## src/rtl/ogpb_ram.sv

```systemverilog
// ----------------------------------------------------------------------------
// ogpb_ram
// Simple dual-port RAM: one write port, one read port with registered data.
// ----------------------------------------------------------------------------
module ogpb_ram #(
  parameter int WIDTH = 64,
  parameter int DEPTH = 64,
  parameter int AW    = (DEPTH > 1) ? $clog2(DEPTH) : 1
) (
  input  logic             clk,
  input  logic             we,
  input  logic [AW-1:0]    waddr,
  input  logic [WIDTH-1:0] wdata,
  input  logic [AW-1:0]    raddr,
  output logic [WIDTH-1:0] rdata
);

  logic [WIDTH-1:0] mem [DEPTH];

  always_ff @(posedge clk) begin
    if (we) begin
      mem[waddr] <= wdata;
    end
    rdata <= mem[raddr];
  end

endmodule

```

## config.mk

```make
export PLATFORM = sky130hd
export DESIGN_NAME = ogpb_ram
export DESIGN_NICKNAME = d
export VERILOG_FILES = /design/src/rtl/ogpb_ram.sv
export SDC_FILE = /design/constraint.sdc
export NUM_CORES = 2
export LEC_CHECK = 0
export BUFFER_PORTS_ARGS = -buffer_cell sky130_fd_sc_hd__buf_2
export CAP_MARGIN = 30
export CELL_PAD_IN_SITES_DETAIL_PLACEMENT = 0
export CELL_PAD_IN_SITES_GLOBAL_PLACEMENT = 1
export CORE_UTILIZATION = 42
export DETAILED_ROUTE_END_ITERATION = 16
export HOLD_SLACK_MARGIN = 0.08
export PLACE_DENSITY_LB_ADDON = 0.1
export RECOVER_POWER = 50
export REMOVE_ABC_BUFFERS = 1
export SETUP_SLACK_MARGIN = 0.4
export SLEW_MARGIN = 15
export SYNTH_ARGS = -nofsm -noshare
export SYNTH_HDL_FRONTEND = slang
export SYNTH_SLANG_ARGS = --single-unit
```

## constraint.sdc

```tcl
create_clock -name clk -period 8.2 [get_ports clk]
set_clock_uncertainty 0.2 [all_clocks]
set_input_delay 1.64 -clock clk [delete_from_list [all_inputs] [get_ports clk]]
set_output_delay 1.64 -clock clk [all_outputs]
set_load 0.05 [all_outputs]
```

; Word level (Yosys, flattened, before mapping)
; Memories as Yosys holds them, arrays and structs flattened. A register that Yosys moved wholly into a read port is not among the register bits.
; Index checks and enable logic that the tools add are counted.
[word_totals]
regBits = 0
latch_bits = 0
ram_bits = 4096
mem_bits_ro = 0
output_inout_bits = 64
word_cells = 3
mem_count = 1
[op_classes]
addsub = 0
mul = 0
div_mod_pow = 0
order_cmp = 0
n_eq_ne = 0
n_shift = 0
n_mux = 2
n_bitwise = 0
n_reduce_logical = 0
[mem_list]
columns = memory, words, width, read_ports, rd_clocked_by_memory_dff, write_ports, line_no
row1 = mem, 64, 64, 1, 1, 1, 18  ; logic [WIDTH-1:0] mem [DEPTH];
[ops]
columns = cell, count
row1 = 2-to-1 mux 1 bit, 2

; Depth between registers and ports, before layout
[logic_depth]
ltp_word = 2
mapped_depth = 9
depth_no_buf = 5

; Worst setup path before layout
; Ideal clock, no wire load.
[synth_path]
path_kind = input to register
startpoint = in waddr[3]
endpoint = mem mem[48][0] (enable)
setup_time_ps = 564
t_arrival_ps = 6512
t_required_ps = 7436
slack_ps = 924
cell_stages = 4
n_path_buf = 1
path_cell_list = clkbuf_1 > nor2b_1 > nand4b_1 > nor3_1
[synth_rtl]
columns = item, line_no
row1 = "start, declared", 12  ; input logic [AW-1:0] waddr,
row2 = "end, declared", 18
; No word-level cell before the write port.

; Worst setup path in the final report
[layout_path]
startpoint = in waddr[4]
endpoint = mem mem[39][20] (enable)
; No word-level cell before the write port.

==> key figures <==
Timing
  – Final hold vios: 0
  – Achievable clock frequency: 0.2085 GHz
  – Max Slew Vio Count: 3496
  – Finish-stage setup viols: 0
  – RSZ-0062 raised after global routing: no
  – Slew margin rel.: -138.7%
  – Min Tclk post-route: 4.797 ns
  – Setup TNS: 0 ns
  – Period utilisation layout: 58.50%
  – Slew @ Worst Pin: 3.581 ns

Placed design
  – Placed Cells: 11630
  – DP HPWL: 257900 um
  – I/O Buffers: 141
  – GP Congestion: 0.7820

Detailed routing
  – DRT antenna net count: 0
  – Detailed-route via count: 74220
  – Total detailed-routing wirelength: 463100 um
  – 1st-iter DRT viols: 7745
  – Wire per inst: 37.14 um
  – DRC: 0
  – Vias per cell: 5.952
  – DR pass1 iterations: 5

Worst setup path
  – Critical path's slowest cell: nor2_1
  – CP max FO: 47
  – Worst setup SP type: input pin
  – Crit path capture type: flop
  – Crit path DAT: 5.20 ns
  – Top delay family on crit path: simple AND/OR/NAND/NOR gates
  – CP cell instances: clkbuf_1, or3b_1, nor2_1, buf_4
  – Max incr delay on CP: 1.66 ns
  – Path type of the worst setup path: input pin to flop
  – Buf+Inv Stages, Crit Path: 2
  – Required @ worst endpoint: 8.60 ns

Pwr
  – Pwr Density: 254.7 mW/mm^2
  – Tot Pwr: 45.62 mW
  – Worst-case vdd ir drop: 0.2084 mV
  – Pleak: 55.62 nW

Logic synthesis
  – Flops & latches, synth: 4160
  – Post-Syn Area per Cell: 23.70 sq um
  – Synth warn: 0
  – Top-count cell post-synth: edfxtp_1
  – Post-Syn Area: 0.1563 sq mm
  – Most instantiated cells after synthesis: edfxtp_1, mux4_2, buf_2, a22oi_1, clkbuf_1
  – Leading register cell type out of synthesis: edfxtp_1
  – Yosys top cell by area: edfxtp_1
  – Post-synth EDFFs: 4096
  – Synth top area share: 78.67%
  – Post-synth ARST share: 0%
  – Largest cells by area after synthesis: edfxtp_1, mux4_2, mux2i_1, dfxtp_1, a22oi_1
  – Seq/Total Area, Yosys: 79.49%
  – Post-synth cell types: 33
  – Synth Instances: 6598

CTS
  – Clock transition at the registers of the reported paths: 0.06 ns
  – TritonCTS clock tree: done
  – Skew-Pair Late Insertion Delay: 1.00 ns
  – Cts hold-fix bufs: 0
  – Resize count post-CTS: 0
  – Number of setup buffers added after CTS: 0
  – Clk buf depth: 4
  – Root buffer selected by CTS: clkbuf_16
  – H-Tree Depth: 5
  – CTS sink count: 4160
  – Total CTS buffers: 439

Floorplanning
  – Die height: 612.1 um
  – Die area: 0.3747 sq mm
  – Core Rows: 223
  – Die W: 612.1 um
  – Core ar.: 0.3697 sq mm
  – Initial Util: 42.29%
  – # IOs: 142

Cells and area
  – Fraction of layout cells with a size suffix above 1: 27.82%
  – Layout fillers: 30050
  – Area grow syn2layout: 14.55%
  – Nets: 7210
  – Non-filler cells, final: 12470

GRT
  – Largest net degree at the start of global routing: 89
  – All-Layer GR Usage: 24.73%
  – Total grt overflow: 0
  – First-pass GRT wire length: 638600 um
  – Vias in the first global route: 77450
  – Initial antenna violation count: 34

Status
  – Violated checks: max-capacitance violations, max-slew violations
  – Status: finished with violations

Run
  – Max-Cap Viols: 71

Min path
  – Hold Crit Class: flop to flop
[logic make-up after synthesis]
kind of cell | count (synthesis) | synth area share [%]
AND/OR/NAND/NOR | 386 | 1.240
buffers and inverters | 389 | 1.180
flip-flops | 4160 | 79.49
multiplexers | 1159 | 15.61
AO/OA/AOI/OAI | 504 | 2.477
[flip-flops by register name, indices dropped and copies added, names as in the netlist]
| name | cells |
|---|---|
| mem | 4096 |
| rdata | 64 |
[where the power goes]
part	internal [mW]	switching [mW]	total, mW
sequential	23.6	0.0931	23.7
clock	11.4	8.31	19.7
combinational	0.745	1.52	2.27
total	35.7	9.93	45.6
[through the flow]
| step | utilization, % | hold WS [ns] | worst slack, ns | area (sq um) |
|---|---|---|---|---|
| after floorplan | - | 0.5878 | 1.060 | 154600 |
| after global placement | 44.54 | 0.6310 | 2.626 | 164700 |
| after detailed placement | 44.75 | 0.6362 | 2.764 | 165500 |
| after CTS | 48.61 | 0.6583 | 3.829 | 179700 |
| after global routing | 48.44 | 0.6887 | 3.281 | 179100 |
| final | 48.45 | 0.6470 | 3.403 | 179100 |
[area by class of cell]
| cell class | instances | area [sq um] | share of cell area, % |
|---|---|---|---|
| flip-flops and latches | 4160 | 124300 | 69.39 |
| clock buffers | 566 | 11820 | 6.602 |
| repair buffers | 463 | 3603 | 2.012 |
| clock inverters | 251 | 2421 | 1.352 |
| diodes | 11 | 27.53 | 0.01537 |
| multi-input cells | 2049 | 30680 | 17.13 |
| inverters | 19 | 71.32 | 0.03982 |
| well taps | 4950 | 6193 | 3.458 |
[per-layer routing]
metal	track usage (%)	share of wire [%]	routed length, um
met4	6.449	2.8	12810
met3	3.426	5.6	26110
met2	41.55	50	230300
met5	0	0.0026	12
met1	34.09	42	193900
[worst reg2reg max path: cells and delay by family (launching register included)]
kind	cells	cell delay, ns
muxes	2	0.70
DFF	1	0.35
AOI/OAI and AO/OA	3	1.17
[cells in the final DEF (no fill, tap or decap), types with 8 or more instances in the layout]
master,n
clkinv_1,102
clkinvlp_4,8
o22ai_1,83
or3_1,29
a2bb2oi_1,19
nand3_1,45
diode_2,11
buf_4,191
clkbuf_16,448
buf_12,50
nor2b_1,24
a22oi_1,168
nand2b_1,8
a211oi_1,63
nor2_4,52
clkbuf_8,17
clkbuf_1,207
and3_1,64
a41oi_1,26
nor2_1,60
mux2i_1,135
a31oi_1,18
bufinv_16,38
o221ai_1,38
inv_1,19
clkinv_2,81
edfxtp_1,4096
a22o_1,88
buf_2,105
mux4_2,1024
dfxtp_1,64
or2_2,28
nand2_1,55
[final timing paths]
kind	from	to	slack, ns	cells past startpoint
hold / removal	mem[63][63]$_DFFE_PP_	rdata[63]$_DFF_P_	0.65	4
setup / recovery	waddr[4]	mem[39][20]$_DFFE_PP_	3.40	4
hold reg to reg	mem[63][63]$_DFFE_PP_	rdata[63]$_DFF_P_	0.65	4
setup reg to reg	mem[61][19]$_DFFE_PP_	rdata[19]$_DFF_P_	5.56	5
Note: power is estimated with default switching activity, not from simulation.
